### config.mk
export PLATFORM = sky130hd
export DESIGN_NAME = signed_radix_digit_emitter
export DESIGN_NICKNAME = d
export VERILOG_FILES = /design/src/hdl/srde_pkg.sv /design/src/hdl/srde_queue.sv /design/src/hdl/srde_div.sv /design/src/hdl/srde_front.sv /design/src/hdl/srde_back.sv /design/src/hdl/signed_radix_digit_emitter.sv
export VERILOG_INCLUDE_DIRS = /design/src /design/src/hdl
export SDC_FILE = /design/constraint.sdc
export NUM_CORES = 1
export LEC_CHECK = 0
export BUFFER_PORTS_ARGS = -buffer_cell sky130_fd_sc_hd__buf_2
export CELL_PAD_IN_SITES_DETAIL_PLACEMENT = 0
export CELL_PAD_IN_SITES_GLOBAL_PLACEMENT = 1
export CORE_MARGIN = 5
export CORE_UTILIZATION = 50
export CTS_BUF_LIST = sky130_fd_sc_hd__clkbuf_8
export CTS_CLUSTER_DIAMETER = 80
export DETAILED_ROUTE_END_ITERATION = 8
export PLACE_DENSITY = 0.89
export RECOVER_POWER = 25
export SLEW_MARGIN = 30
export SYNTH_ARGS = -nofsm -noshare
export SYNTH_HDL_FRONTEND = slang
export SYNTH_SLANG_ARGS = --single-unit
### constraint.sdc
create_clock -name clk -period 14.2 [get_ports clk]
set_input_delay 0 -clock clk [delete_from_list [all_inputs] [get_ports clk]]
set_output_delay 0 -clock clk [all_outputs]
set_load 0.03 [all_outputs]
### src/hdl/signed_radix_digit_emitter_defines.svh
// assertion macros shared by the signed radix digit emitter
`ifndef SIGNED_RADIX_DIGIT_EMITTER_DEFINES_SVH
`define SIGNED_RADIX_DIGIT_EMITTER_DEFINES_SVH

// same-cycle implication
`define SRDE_ASSERT_IMPL(label, clk, rst_n, ante, cons) \
	label: assert property (@(posedge clk) disable iff (!rst_n) (ante) |-> (cons)) \
		else $error("srde check failed");

// next-cycle implication
`define SRDE_ASSERT_NEXT(label, clk, rst_n, ante, cons) \
	label: assert property (@(posedge clk) disable iff (!rst_n) (ante) |=> (cons)) \
		else $error("srde check failed");

`endif

### src/hdl/srde_pkg.sv
// shared constants and types of the signed radix digit emitter
package srde_pkg;

	localparam int NUMBER_W       = 32;
	localparam int CHAR_W         = 8;
	localparam int CFG_IDX_W      = 2;
	localparam int CFG_DATA_W     = 64;
	localparam int BASE_LEN_W     = 5;
	localparam int CHARS_PER_REG  = 8;
	localparam int DEF_MAX_BASE   = 16;
	localparam int DEF_VALUE_BITS = 32;
	localparam int QUEUE_DEPTH    = 2;
	localparam int DIV_CHUNK      = 8;

	localparam logic [CHAR_W-1:0] CHAR_MINUS = 8'h2D;
	localparam logic [CHAR_W-1:0] CHAR_PLUS  = 8'h2B;
	localparam logic [CHAR_W-1:0] CHAR_NUL   = 8'h00;

	localparam logic [CFG_IDX_W-1:0] REG_BASE_LENGTH   = 2'd0;
	localparam logic [CFG_IDX_W-1:0] REG_ALPHABET_LOW  = 2'd1;
	localparam logic [CFG_IDX_W-1:0] REG_ALPHABET_HIGH = 2'd2;

	typedef struct packed {
		logic full;
		logic empty;
	} q_stat_t;

	typedef enum logic [1:0] {
		BK_IDLE,
		BK_DIV,
		BK_SIGN,
		BK_EMIT
	} back_state_t;

endpackage

### src/hdl/srde_queue.sv
// short fifo between the front and the back
module srde_queue #(
	parameter int W = srde_pkg::DEF_VALUE_BITS + 1
) (
	input  logic             clk,
	input  logic             arst_n,
	input  logic             push,
	input  logic [W-1:0]     push_data,
	input  logic             pop,
	output logic [W-1:0]     pop_data,
	output srde_pkg::q_stat_t stat
);
	import srde_pkg::*;

	localparam int PTR_W = (QUEUE_DEPTH > 1) ? $clog2(QUEUE_DEPTH) : 1;
	localparam int CNT_W = $clog2(QUEUE_DEPTH + 1);

	logic [W-1:0]     mem_q [QUEUE_DEPTH];
	logic [PTR_W-1:0] wr_q;
	logic [PTR_W-1:0] rd_q;
	logic [CNT_W-1:0] cnt_q;

	always_comb begin
		stat.full  = (cnt_q == CNT_W'(QUEUE_DEPTH));
		stat.empty = (cnt_q == '0);
	end

	assign pop_data = mem_q[rd_q];

	always_ff @(posedge clk) begin
		if (push) begin
			mem_q[wr_q] <= push_data;
		end
	end

	always_ff @(posedge clk or negedge arst_n) begin
		if (!arst_n) begin
			wr_q  <= '0;
			rd_q  <= '0;
			cnt_q <= '0;
		end else begin
			if (push) begin
				wr_q <= (wr_q == PTR_W'(QUEUE_DEPTH - 1)) ? '0 : wr_q + PTR_W'(1);
			end
			if (pop) begin
				rd_q <= (rd_q == PTR_W'(QUEUE_DEPTH - 1)) ? '0 : rd_q + PTR_W'(1);
			end
			case ({push, pop})
				2'b10:   cnt_q <= cnt_q + CNT_W'(1);
				2'b01:   cnt_q <= cnt_q - CNT_W'(1);
				default: cnt_q <= cnt_q;
			endcase
		end
	end

endmodule

### src/hdl/srde_div.sv
// iterative divider by a small radix, DIV_CHUNK quotient bits per cycle
module srde_div #(
	parameter int VALUE_BITS = srde_pkg::DEF_VALUE_BITS,
	parameter int DIGIT_W    = 4
) (
	input  logic                  clk,
	input  logic                  arst_n,
	input  logic                  start,
	input  logic [VALUE_BITS-1:0] dividend,
	input  logic [DIGIT_W:0]      radix,
	output logic                  done,
	output logic [VALUE_BITS-1:0] quotient,
	output logic [DIGIT_W-1:0]    remainder
);
	import srde_pkg::*;

	localparam int STEPS = (VALUE_BITS + DIV_CHUNK - 1) / DIV_CHUNK;
	localparam int PW    = STEPS * DIV_CHUNK;
	localparam int SC_W  = $clog2(STEPS + 1);

	logic               busy_q;
	logic               done_q;
	logic [SC_W-1:0]    cnt_q;
	logic [PW-1:0]      work_q;
	logic [DIGIT_W-1:0] rem_q;
	logic [PW-1:0]      work_d;
	logic [DIGIT_W-1:0] rem_d;

	always_comb begin
		logic [DIGIT_W:0] t;
		logic             qb;
		work_d = work_q;
		rem_d  = rem_q;
		for (int k = 0; k < DIV_CHUNK; k++) begin
			t  = {rem_d, work_d[PW-1]};
			qb = (t >= radix);
			if (qb) begin
				t = t - radix;
			end
			rem_d  = t[DIGIT_W-1:0];
			work_d = {work_d[PW-2:0], qb};
		end
	end

	always_ff @(posedge clk) begin
		if (start) begin
			work_q <= PW'(dividend);
			rem_q  <= '0;
		end else if (busy_q) begin
			work_q <= work_d;
			rem_q  <= rem_d;
		end
	end

	always_ff @(posedge clk or negedge arst_n) begin
		if (!arst_n) begin
			busy_q <= 1'b0;
			done_q <= 1'b0;
			cnt_q  <= '0;
		end else begin
			done_q <= busy_q && (cnt_q == SC_W'(1));
			if (start) begin
				busy_q <= 1'b1;
				cnt_q  <= SC_W'(STEPS);
			end else if (busy_q) begin
				cnt_q <= cnt_q - SC_W'(1);
				if (cnt_q == SC_W'(1)) begin
					busy_q <= 1'b0;
				end
			end
		end
	end

	assign done      = done_q;
	assign quotient  = work_q[VALUE_BITS-1:0];
	assign remainder = rem_q;

endmodule

### src/hdl/srde_front.sv
// input stage: configuration, alphabet check, sign and magnitude
module srde_front #(
	parameter int MAX_BASE   = srde_pkg::DEF_MAX_BASE,
	parameter int VALUE_BITS = srde_pkg::DEF_VALUE_BITS,
	parameter int DIGIT_W    = 4
) (
	input  logic                                            clk,
	input  logic                                            arst_n,
	input  logic                                            cfg_write,
	input  logic [srde_pkg::CFG_IDX_W-1:0]                  cfg_index,
	input  logic [srde_pkg::CFG_DATA_W-1:0]                 cfg_data,
	input  logic                                            in_valid,
	output logic                                            in_stall,
	input  logic signed [srde_pkg::NUMBER_W-1:0]            number,
	input  srde_pkg::q_stat_t                               q_stat,
	output logic                                            q_push,
	output logic [VALUE_BITS:0]                             q_data,
	output logic [DIGIT_W:0]                                radix,
	output logic [MAX_BASE-1:0][srde_pkg::CHAR_W-1:0]       alphabet
);
	import srde_pkg::*;

	logic [BASE_LEN_W-1:0] base_len_q;
	logic [CHAR_W-1:0]     alph_q [MAX_BASE];
	logic                  ok_q;
	logic                  ok_d;
	logic                  s1_valid_s1;
	logic [VALUE_BITS-1:0] num_s1;
	logic                  take;
	logic                  neg;
	logic [VALUE_BITS-1:0] mag;

	always_ff @(posedge clk or negedge arst_n) begin
		if (!arst_n) begin
			base_len_q <= '0;
		end else if (cfg_write && cfg_index == REG_BASE_LENGTH) begin
			base_len_q <= cfg_data[BASE_LEN_W-1:0];
		end
	end

	for (genvar i = 0; i < MAX_BASE; i++) begin : g_alph
		localparam logic [CFG_IDX_W-1:0] SEL =
			(i < CHARS_PER_REG) ? REG_ALPHABET_LOW : REG_ALPHABET_HIGH;
		localparam int LANE = i % CHARS_PER_REG;
		always_ff @(posedge clk or negedge arst_n) begin
			if (!arst_n) begin
				alph_q[i] <= '0;
			end else if (cfg_write && cfg_index == SEL) begin
				alph_q[i] <= cfg_data[LANE*CHAR_W +: CHAR_W];
			end
		end
		assign alphabet[i] = alph_q[i];
	end

	always_comb begin
		ok_d = (base_len_q >= BASE_LEN_W'(2)) && (base_len_q <= BASE_LEN_W'(MAX_BASE));
		for (int i = 0; i < MAX_BASE; i++) begin
			if (BASE_LEN_W'(i) < base_len_q) begin
				if (alph_q[i] == CHAR_NUL || alph_q[i] == CHAR_MINUS ||
				    alph_q[i] == CHAR_PLUS) begin
					ok_d = 1'b0;
				end
				for (int j = i + 1; j < MAX_BASE; j++) begin
					if (BASE_LEN_W'(j) < base_len_q && alph_q[j] == alph_q[i]) begin
						ok_d = 1'b0;
					end
				end
			end
		end
	end

	always_ff @(posedge clk or negedge arst_n) begin
		if (!arst_n) begin
			ok_q <= 1'b0;
		end else begin
			ok_q <= ok_d;
		end
	end

	assign radix = base_len_q[DIGIT_W:0];

	// beats are dropped here when the alphabet is not usable
	assign take     = s1_valid_s1 && (!ok_q || !q_stat.full);
	assign q_push   = s1_valid_s1 && ok_q && !q_stat.full;
	assign in_stall = s1_valid_s1 && !take;

	assign neg    = num_s1[VALUE_BITS-1];
	assign mag    = neg ? (~num_s1 + VALUE_BITS'(1)) : num_s1;
	assign q_data = {neg, mag};

	always_ff @(posedge clk) begin
		if (in_valid && !in_stall) begin
			num_s1 <= number[VALUE_BITS-1:0];
		end
	end

	always_ff @(posedge clk or negedge arst_n) begin
		if (!arst_n) begin
			s1_valid_s1 <= 1'b0;
		end else if (in_valid && !in_stall) begin
			s1_valid_s1 <= 1'b1;
		end else if (take) begin
			s1_valid_s1 <= 1'b0;
		end
	end

endmodule

### src/hdl/srde_back.sv
// digit extraction, digit stack and character output
`include "signed_radix_digit_emitter_defines.svh"
module srde_back #(
	parameter int MAX_BASE   = srde_pkg::DEF_MAX_BASE,
	parameter int VALUE_BITS = srde_pkg::DEF_VALUE_BITS,
	parameter int DIGIT_W    = 4
) (
	input  logic                                      clk,
	input  logic                                      arst_n,
	input  srde_pkg::q_stat_t                         q_stat,
	input  logic [VALUE_BITS:0]                       q_data,
	output logic                                      q_pop,
	input  logic [DIGIT_W:0]                          radix,
	input  logic [MAX_BASE-1:0][srde_pkg::CHAR_W-1:0] alphabet,
	output logic                                      out_valid,
	input  logic                                      out_stall,
	output logic [srde_pkg::CHAR_W-1:0]               out_char,
	output logic                                      last_char
);
	import srde_pkg::*;

	localparam int CNT_W = $clog2(VALUE_BITS + 1);

	back_state_t           state_q;
	back_state_t           state_d;
	logic                  neg_q;
	logic [CNT_W-1:0]      depth_q;
	logic [DIGIT_W-1:0]    stack_q [VALUE_BITS];
	logic                  ov_q;
	logic [CHAR_W-1:0]     oc_q;
	logic                  ol_q;

	logic                  div_start;
	logic [VALUE_BITS-1:0] div_dividend;
	logic                  div_done;
	logic [VALUE_BITS-1:0] div_quot;
	logic [DIGIT_W-1:0]    div_rem;

	logic                  slot_free;
	logic                  push_dig;
	logic                  pop_dig;
	logic                  load_out;
	logic [CHAR_W-1:0]     load_char;
	logic                  load_last;

	srde_div #(
		.VALUE_BITS(VALUE_BITS),
		.DIGIT_W   (DIGIT_W)
	) u_div (
		.clk      (clk),
		.arst_n   (arst_n),
		.start    (div_start),
		.dividend (div_dividend),
		.radix    (radix),
		.done     (div_done),
		.quotient (div_quot),
		.remainder(div_rem)
	);

	assign slot_free = !ov_q || !out_stall;

	always_comb begin
		state_d      = state_q;
		q_pop        = 1'b0;
		div_start    = 1'b0;
		div_dividend = div_quot;
		push_dig     = 1'b0;
		pop_dig      = 1'b0;
		load_out     = 1'b0;
		load_char    = alphabet[stack_q[0]];
		load_last    = 1'b0;
		case (state_q)
			BK_IDLE: begin
				div_dividend = q_data[VALUE_BITS-1:0];
				if (!q_stat.empty) begin
					q_pop     = 1'b1;
					div_start = 1'b1;
					state_d   = BK_DIV;
				end
			end
			BK_DIV: begin
				if (div_done) begin
					push_dig = 1'b1;
					if (div_quot == '0 || depth_q == CNT_W'(VALUE_BITS - 1)) begin
						state_d = neg_q ? BK_SIGN : BK_EMIT;
					end else begin
						div_start = 1'b1;
					end
				end
			end
			BK_SIGN: begin
				load_char = CHAR_MINUS;
				if (slot_free) begin
					load_out = 1'b1;
					state_d  = BK_EMIT;
				end
			end
			BK_EMIT: begin
				load_last = (depth_q == CNT_W'(1));
				if (slot_free) begin
					load_out = 1'b1;
					pop_dig  = 1'b1;
					if (load_last) begin
						state_d = BK_IDLE;
					end
				end
			end
			default: begin
				state_d = BK_IDLE;
			end
		endcase
	end

	always_ff @(posedge clk or negedge arst_n) begin
		if (!arst_n) begin
			state_q <= BK_IDLE;
			neg_q   <= 1'b0;
			depth_q <= '0;
			ov_q    <= 1'b0;
		end else begin
			state_q <= state_d;
			if (q_pop) begin
				neg_q   <= q_data[VALUE_BITS];
				depth_q <= '0;
			end else if (push_dig) begin
				depth_q <= depth_q + CNT_W'(1);
			end else if (pop_dig) begin
				depth_q <= depth_q - CNT_W'(1);
			end
			if (load_out) begin
				ov_q <= 1'b1;
			end else if (!out_stall) begin
				ov_q <= 1'b0;
			end
		end
	end

	// lifo: newest digit sits at the top, so the most significant leaves first
	always_ff @(posedge clk) begin
		if (push_dig) begin
			stack_q[0] <= div_rem;
			for (int i = 1; i < VALUE_BITS; i++) begin
				stack_q[i] <= stack_q[i-1];
			end
		end else if (pop_dig) begin
			for (int i = 0; i < VALUE_BITS - 1; i++) begin
				stack_q[i] <= stack_q[i+1];
			end
		end
		if (load_out) begin
			oc_q <= load_char;
			ol_q <= load_last;
		end
	end

	assign out_valid = ov_q;
	assign out_char  = oc_q;
	assign last_char = ol_q;

	`SRDE_ASSERT_IMPL(a_emit_has_digit, clk, arst_n, state_q == BK_EMIT, depth_q != '0)
	`SRDE_ASSERT_IMPL(a_done_in_div, clk, arst_n, div_done, state_q == BK_DIV)
	`SRDE_ASSERT_IMPL(a_rem_below_radix, clk, arst_n, div_done, ({1'b0, div_rem} < radix))
	`SRDE_ASSERT_NEXT(a_last_ends_number, clk, arst_n, load_out && load_last, state_q == BK_IDLE)

endmodule

### src/hdl/signed_radix_digit_emitter.sv
// top level of the signed radix digit emitter
//
//   channel   handshake                 payload
//   input     in_valid / in_stall       number
//   output    out_valid / out_stall     out_char, last_char
//   config    cfg_write                 cfg_index, cfg_data
//
// each digit is one pass of the shared divider, and each emitted character leaves
// from the output register.
// reset clears configuration, queue and control; nothing needs a clearing pass.
// a stalled output holds the back end; the two-entry queue takes beats until full.
module signed_radix_digit_emitter #(
	parameter int MAX_BASE   = srde_pkg::DEF_MAX_BASE,
	parameter int VALUE_BITS = srde_pkg::DEF_VALUE_BITS
) (
	input  logic                                 clk,
	input  logic                                 arst_n,
	input  logic                                 cfg_write,
	input  logic [srde_pkg::CFG_IDX_W-1:0]       cfg_index,
	input  logic [srde_pkg::CFG_DATA_W-1:0]      cfg_data,
	input  logic                                 in_valid,
	output logic                                 in_stall,
	input  logic signed [srde_pkg::NUMBER_W-1:0] number,
	output logic                                 out_valid,
	input  logic                                 out_stall,
	output logic [srde_pkg::CHAR_W-1:0]          out_char,
	output logic                                 last_char
);
	import srde_pkg::*;

	localparam int DIGIT_W = $clog2(MAX_BASE);

	q_stat_t                          q_stat;
	logic                             q_push;
	logic                             q_pop;
	logic [VALUE_BITS:0]              q_in;
	logic [VALUE_BITS:0]              q_out;
	logic [DIGIT_W:0]                 radix;
	logic [MAX_BASE-1:0][CHAR_W-1:0]  alphabet;

	srde_front #(
		.MAX_BASE  (MAX_BASE),
		.VALUE_BITS(VALUE_BITS),
		.DIGIT_W   (DIGIT_W)
	) u_front (
		.clk      (clk),
		.arst_n   (arst_n),
		.cfg_write(cfg_write),
		.cfg_index(cfg_index),
		.cfg_data (cfg_data),
		.in_valid (in_valid),
		.in_stall (in_stall),
		.number   (number),
		.q_stat   (q_stat),
		.q_push   (q_push),
		.q_data   (q_in),
		.radix    (radix),
		.alphabet (alphabet)
	);

	srde_queue #(
		.W(VALUE_BITS + 1)
	) u_queue (
		.clk      (clk),
		.arst_n   (arst_n),
		.push     (q_push),
		.push_data(q_in),
		.pop      (q_pop),
		.pop_data (q_out),
		.stat     (q_stat)
	);

	srde_back #(
		.MAX_BASE  (MAX_BASE),
		.VALUE_BITS(VALUE_BITS),
		.DIGIT_W   (DIGIT_W)
	) u_back (
		.clk      (clk),
		.arst_n   (arst_n),
		.q_stat   (q_stat),
		.q_data   (q_out),
		.q_pop    (q_pop),
		.radix    (radix),
		.alphabet (alphabet),
		.out_valid(out_valid),
		.out_stall(out_stall),
		.out_char (out_char),
		.last_char(last_char)
	);

endmodule
======== Word-level counts from Yosys, hierarchy flattened ========
Memory sizes are Yosys's and may differ from the RTL's.
Index checks and enable logic that the tools add are counted.
cells by class
  reduce and logical (&&, ||, !) cells .... 198
  muxes and demuxes ....................... 237
  order comparisons ....................... 27
  eq/ne operators ......................... 171
  $add $sub $neg .......................... 16
  bitwise logic cells ..................... 32
operators with widths
  cell                                                                   number
  8-bit equality test                                                    120
  8-bit by 6-bit equality test with 1-bit output, second input constant  32
  1-bit two-way mux                                                      178
  4-bit two-way mux                                                      39
  1-bit logical AND                                                      130
  8-bit zero test                                                        16
  32-bit two-way mux                                                     4
  5-bit >= comparator                                                    8
  4-bit by 5-bit < comparator with 1-bit output, first input constant    8
  1-bit logical OR                                                       35
  32-bit by 1-bit adder with 32-bit output, second input constant        1
  8-bit binary-select mux with 4-bit select                              1
  32-bit zero test                                                       1
  32-bit inverter                                                        1
  4-bit subtractor                                                       8
  1-bit OR                                                               31
  3-bit by 5-bit < comparator with 1-bit output, first input constant    4
  6-bit two-way mux                                                      3
  2-bit two-way mux                                                      6
  2-bit equality test, second input constant                             5
  1-bit by 5-bit < comparator with 1-bit output, first input constant    2
  2-bit by 5-bit < comparator with 1-bit output, first input constant    2
  2-bit by 1-bit != test with 1-bit output, second input constant        5
  8-bit two-way mux                                                      1
  other kinds (25)                                                       40
storage, ports and cells
  output and inout bits ................... 11
  register bits after elaboration ......... 231
  input bits .............................. 103
  RAM bits ................................ 194
  memories kept ........................... 2
  logic and storage cells ................. 717
memories
  name            words  width  rd ports  clocked after memory_dff  write ports  RTL line          source
  u_back.stack_q  32     4      32        0                         32           srde_back.sv:28   logic [DIGIT_W-1:0] stack_q [VALUE_BITS];
  u_queue.mem_q   2      33     1         0                         1            srde_queue.sv:18  logic [W-1:0] mem_q [QUEUE_DEPTH];

======== Depth between registers and ports, before layout ========
  depth in word-level cells ............... 155
  depth in mapped cells ................... 64
  mapped depth without buffers ............ 59

======== Cells and area by module ========
Synthesis repeated with hierarchy kept, for this count alone.
second synthesis, totals
  cells, all modules ...................... 3331
  area, all modules ....................... 33503.4 sq um
by module, submodules not included
  module      area an instance (sq um)  times used  cells each  sequential area each (sq um)
  srde_front  19479.9                   1           2164        4339.2
  srde_back   7778.7                    1           716         4364.2
  srde_div    3527.1                    1           332         1166.1
  srde_queue  2717.6                    1           119         2082.0

======== Worst setup path before layout ========
Ideal clock, no wire load.
  path type ............................... reg2reg
  start ................................... register u_front.base_len_q[1], in the netlist u_front.radix[1]
  end ..................................... register u_back.u_div.work_q[0], in the netlist u_back.u_div.quotient[0] (data pin)
  cell stages (with the launch flop) ...... 63
  period minus slack after synthesis ...... 12.255 ns
  slack ................................... 1.945 ns
  buffers on the path ..................... 5
  arrival time ............................ 11.989 ns
  data required time ...................... 13.934 ns
  library setup time ...................... 0.266 ns
  path through ............................ dfrtp_1 -> clkbuf_1 -> inv_1 -> ha_1 -> nor2b_1 -> o21ai_0 -> a31oi_1 -> o21a_1 -> or2_2 -> clkbuf_1 -> a21oi_1 -> ha_1 -> nor2b_1 -> o21ai_0 -> a31oi_1 -> o21a_1 -> or2_2 -> clkbuf_1 -> [27 not listed] -> a21o_1 -> clkbuf_1 -> o21ai_0 -> inv_1 -> ha_1 -> a21o_1 -> a21o_1 -> a21o_1 -> a21o_1 -> clkbuf_1 -> mux2i_1 -> ha_1 -> a21o_1 -> a21o_1 -> a21o_1 -> a21o_1 -> nand2_1 -> o21ai_0
between the ends
  word-level cells in the longest chain between the ends .. 17
  elaborated cells on any way between the ends .. 24
  classes of those cells .................. add/sub: 7; order compare: 8; mux: 9
RTL lines
  what                                                     RTL line                        source
  start, declared                                          srde_front.sv:23                logic [BASE_LEN_W-1:0] base_len_q;
  start signal, assigned                                   srde_front.sv:37                base_len_q <= cfg_data[BASE_LEN_W-1:0];
  4-bit subtractor or 5-bit >= comparator (tied branches)  srde_div.sv:38, srde_div.sv:36
  4-bit two-way mux                                        srde_div.sv:37                  if (qb) begin
  4-bit subtractor or 5-bit >= comparator (tied branches)  srde_div.sv:38, srde_div.sv:36
  4-bit two-way mux                                        srde_div.sv:37
  4-bit subtractor or 5-bit >= comparator (tied branches)  srde_div.sv:38, srde_div.sv:36
  4-bit two-way mux                                        srde_div.sv:37
  5-bit >= comparator or 4-bit subtractor (tied branches)  srde_div.sv:36, srde_div.sv:38
  4-bit two-way mux                                        srde_div.sv:37
  4-bit subtractor or 5-bit >= comparator (tied branches)  srde_div.sv:38, srde_div.sv:36
  4-bit two-way mux                                        srde_div.sv:37
  4-bit subtractor or 5-bit >= comparator (tied branches)  srde_div.sv:38, srde_div.sv:36
  4-bit two-way mux                                        srde_div.sv:37
  4-bit subtractor or 5-bit >= comparator (tied branches)  srde_div.sv:38, srde_div.sv:36
  4-bit two-way mux                                        srde_div.sv:37
  5-bit >= comparator *                                    srde_div.sv:36                  qb = (t >= radix);
  32-bit two-way mux *                                     srde_div.sv:49                  end else if (busy_q) begin
  32-bit two-way mux *                                     srde_div.sv:46                  if (start) begin
  end signal, assigned                                     srde_div.sv:47                  work_q <= PW'(dividend);
  end signal, assigned                                     srde_div.sv:50                  work_q <= work_d;
  end, declared                                            srde_div.sv:24                  logic [PW-1:0] work_q;
Mark *: on every way between the ends. The rest lies on a longest branch, timed or not. The select of a mux whose other input is x is not followed.
A chain may end at the register's enable or synchronous reset.

======== Final worst setup path ========
  start ................................... register u_front.base_len_q[1], in the netlist u_front.radix[1]
  end ..................................... register u_back.u_div.rem_q[2], in the netlist u_back.u_div.remainder[2]
between the ends
  word-level cells in the longest chain between the ends .. 16
  elaborated cells on any way between the ends .. 24
  classes of those cells .................. add/sub: 8; order compare: 8; mux: 8
RTL lines
  what                                                     RTL line                        source
  4-bit subtractor or 5-bit >= comparator (tied branches)  srde_div.sv:38, srde_div.sv:36
  4-bit two-way mux                                        srde_div.sv:37
  4-bit subtractor or 5-bit >= comparator (tied branches)  srde_div.sv:38, srde_div.sv:36
  4-bit two-way mux                                        srde_div.sv:37
  4-bit subtractor or 5-bit >= comparator (tied branches)  srde_div.sv:38, srde_div.sv:36
  4-bit two-way mux                                        srde_div.sv:37
  5-bit >= comparator or 4-bit subtractor (tied branches)  srde_div.sv:36, srde_div.sv:38
  4-bit two-way mux                                        srde_div.sv:37
  4-bit subtractor or 5-bit >= comparator (tied branches)  srde_div.sv:38, srde_div.sv:36
  4-bit two-way mux                                        srde_div.sv:37
  4-bit subtractor or 5-bit >= comparator (tied branches)  srde_div.sv:38, srde_div.sv:36
  4-bit two-way mux                                        srde_div.sv:37
  5-bit >= comparator or 4-bit subtractor (tied branches)  srde_div.sv:36, srde_div.sv:38
  4-bit two-way mux                                        srde_div.sv:37
  4-bit subtractor or 5-bit >= comparator (tied branches)  srde_div.sv:38, srde_div.sv:36
  4-bit two-way mux *                                      srde_div.sv:37
  end signal, assigned                                     srde_div.sv:51                  rem_q <= rem_d;
  end, declared                                            srde_div.sv:25                  logic [DIGIT_W-1:0] rem_q;
Mark *: on every way between the ends. The rest lies on a longest branch, timed or not.

==> impl_results.md <==
* Status: complete, but fails checks
* Failing checks: max-capacitance violations, max-slew violations
* Nets@finish at 3605
* Vias at 26660
* Root Driver: clkbuf_8
* RSZ-0062 raised after global routing: false
* Mapped Cells at 3327
* Antenna violations before repair at 2
* Clk sinks at 425
* First-pass GRT wire length at 161200 µm
* Detail Route Antenna Nets at 0
* Largest net degree at the start of global routing at 76
* Average size of a mapped cell at 9.788 µm²
* CTS tree: yes
* CP max FO at 19
* Post-Synth Adder-Cell Area at 2.451%
* Area Overhead vs Synth at 12.37%
* Die Ht at 265.2 µm
* Reg clk slew, reported paths at 0.06 ns
* Row Count at 93
* CP most frequent cell: a21o_1
* GP Congestion at 1.069
* CP bufs+invs at 7
* Final Util at 56.76%
* Setup crit end kind: flip-flop
* Post-synth EDFFs at 267
* DR DRC count at 0
* WP data arrival at 13.70 ns
* Compound-Gate Fraction of Synth Area at 5.064%
* Setup TNS at 0 ns
* Slowest CP cell: inv_1
* Final setup fails at 0
* Post-CTS Hold Fix Bufs at 114
* Main synth FF type: edfxtp_1
* Cell area after synthesis at 0.03256 mm²
* Syn. warnings at 0
* Seq/Total Area, Yosys at 36.70%
* Die width at 265.2 µm
* Maxcap violations at 9
* Post-DP HPWL at 66400 µm
* Layout cells sized above 1 at 15.81%
* DP Worst Slack at 1.226 ns
* Total Routing Usage GR at 29.52%
* # IOs at 114
* CTS Buf Count at 76
* Peak Freq at 0.07643 GHz
* Slowest stage delay, CP at 0.46 ns
* Worst Hold Class: in2reg
* Worst skew pair latency at 0.70 ns
* Syn_nets at 3489
* Post-Synth XOR/XNOR Area at 27.78%
* Tmin final at 13.08 ns
* PostCTS Resize Cnt at 0
* Rel. slew slack at -162.8%
* Clock Path Buffers at 3
* Clock skew at 0.04625 ns
* Ys async rst share at 36.24%
* Final Max Slew Viols at 288
* Hold slack final at 0.03607 ns
* Yosys cell types at 73
* CP top delay family: compound AO/OA/AOI/OAI gates
* Post-route setup slack at 1.117 ns
* Post-CTS Repair Setup Buffers at 0
* Worst Max-Slew Pin Slew at 3.943 ns
* Synth Register Bits at 425
* Vias in the first global route at 26060
* Drt initial violations at 3247
* Drt first pass iters at 7
* Critical path startpoint category: flip-flop
* Die area at 0.07033 mm²
* Drt total wl at 106400 µm
* Core area at 0.06446 mm²
* Mux share of post-synthesis cell area at 8.472%
* Simple-Gate Fraction of Synth Area at 14.55%
* Vias per cell at 6.115
* Main combinational cell family by area after synthesis: XOR/XNOR gates
* CTS H-tree lvls at 3
* Final worst path period share at 92.14%
* Crit path kind: reg2reg
* DR WL/cell at 24.41 µm
* Worst EP required at 14.82 ns
* Fillers at 5616
* Grt ovf at 0
* Initial Util at 50.51%
* Fin. Hold Viols at 0
* Number of I/O port buffers at 113
-- placed cells by master (no fill, tap or decap), types with 10 or more instances in the layout --
master,instances
clkbuf_1,23
clkbuf_8,80
a21oi_1,29
a21o_1,31
or4_1,13
nand2b_1,12
nor3_1,61
a2111oi_0,10
inv_1,74
dfrtp_1,144
ha_1,51
buf_2,100
nand4_1,120
edfxtp_1,267
mux4_2,40
nor4_1,157
a31oi_1,36
nand2_1,457
nor2_1,34
mux2i_1,36
buf_4,141
mux2_2,133
xor2_1,607
xnor2_1,426
o31ai_1,13
nand3_1,58
o21ai_0,72
dlygate4sd3_1,114
-- layer usage --
| layer | vias up | global-route usage (%) | wire length [µm] |
|---|---|---|---|
| li1 | 11690 | - | - |
| met1 | 12780 | 38.54 | 40690 |
| met2 | 1678 | 43.68 | 44920 |
| met3 | 523 | 8.556 | 12880 |
| met4 | 0 | 17.69 | 7927 |
| met5 | - | 0 | 0 |
-- final cells by class --
| cell class | instances | area (µm²) | share of cell area, % |
|---|---|---|---|
| Antenna cell | 1 | 2.502 | 0.006839 |
| Clock buffer | 80 | 1101 | 3.009 |
| Clock inverter | 59 | 465.4 | 1.272 |
| Inverter | 45 | 168.9 | 0.4616 |
| Multi-Input combinational cell | 2516 | 19020 | 51.98 |
| Sequential cell | 425 | 11970 | 32.70 |
| Tap cell | 855 | 1070 | 2.923 |
| Timing Repair Buffer | 379 | 2798 | 7.645 |
-- worst paths after layout --
check,depth (start not counted),slack [ns],to,from
worst min-delay path,2,0.04,u_front.num_s1[14]$_DFFE_PP_,number[14]
worst min register to register,0,0.45,u_back.stack_q[31][2]$_DFFE_PP_,u_back.stack_q[30][2]$_DFFE_PP_
max in group asynchronous,3,9.87,u_front.alphabet[31]$_DFFE_PN0P_,arst_n
worst max-delay path,59,1.12,u_back.u_div.remainder[2]$_SDFFE_PP0P_,u_front.radix[1]$_DFFE_PN0P_
worst max register to register,59,1.12,u_back.u_div.remainder[2]$_SDFFE_PP0P_,u_front.radix[1]$_DFFE_PN0P_
min in group asynchronous,3,1.80,u_front.alphabet[16]$_DFFE_PN0P_,arst_n
-- sequential cells by signal, summed over array words and instances (netlist names), 4 cells and up --
register and flops:
u_front.alphabet 128, u_back.stack_q 128, u_back.depth_q 6, u_queue.mem_q 66, u_back.u_div.quotient 32, u_back.u_div.remainder 4, u_front.num_s1 32, u_front.radix 5
u_back.out_char 8
-- metrics by stage --
stage               area, µm²  cells
floorplan               32560   3327
finish                  36590   4360
CTS                     36640   4358
detailed placement      33930   4105
global route            36590   4360
global placement        33910   4104
-- cell usage after synthesis, drive strengths merged, types with 51 or more instances --
cell    count  area share, %
nor4      158            3.1
xor2      607             16
o21ai      75            1.2
buf       238            3.3
dfrtp     154             12
nand2     459            5.3
edfxtp    267             25
clkbuf    103            1.2
xnor2     426             11
mux2      133            4.6
ha         51            2.0
nor3       61           0.94
nand4     120            2.3
nand3      59           0.91
-- worst register-to-register path, delay by kind of cell, from the launching register on --
family / cells / cell delay (ns)
adders and majority gates: 8 / 2.40
and+or+nand+nor: 6 / 1.31
buffers and inverters: 7 / 1.15
DFF: 1 / 0.36
AOI/OAI and AO/OA: 36 / 7.14
muxes: 2 / 0.64
-- kinds of logic (layout without fill, tap and decap cells) --
kind of cell	count (synthesis)	in the layout
flops	425	425
simple gates	966	966
buf+inv	386	563
xor+xnor	1033	1033
compound gates	249	249
other cells	0	1
mux	209	209
fa+ha+maj	59	59
Power is left out: the tool's default activity adds up to more than one toggle a clock period on the data nets, which glitch-free logic cannot reach.
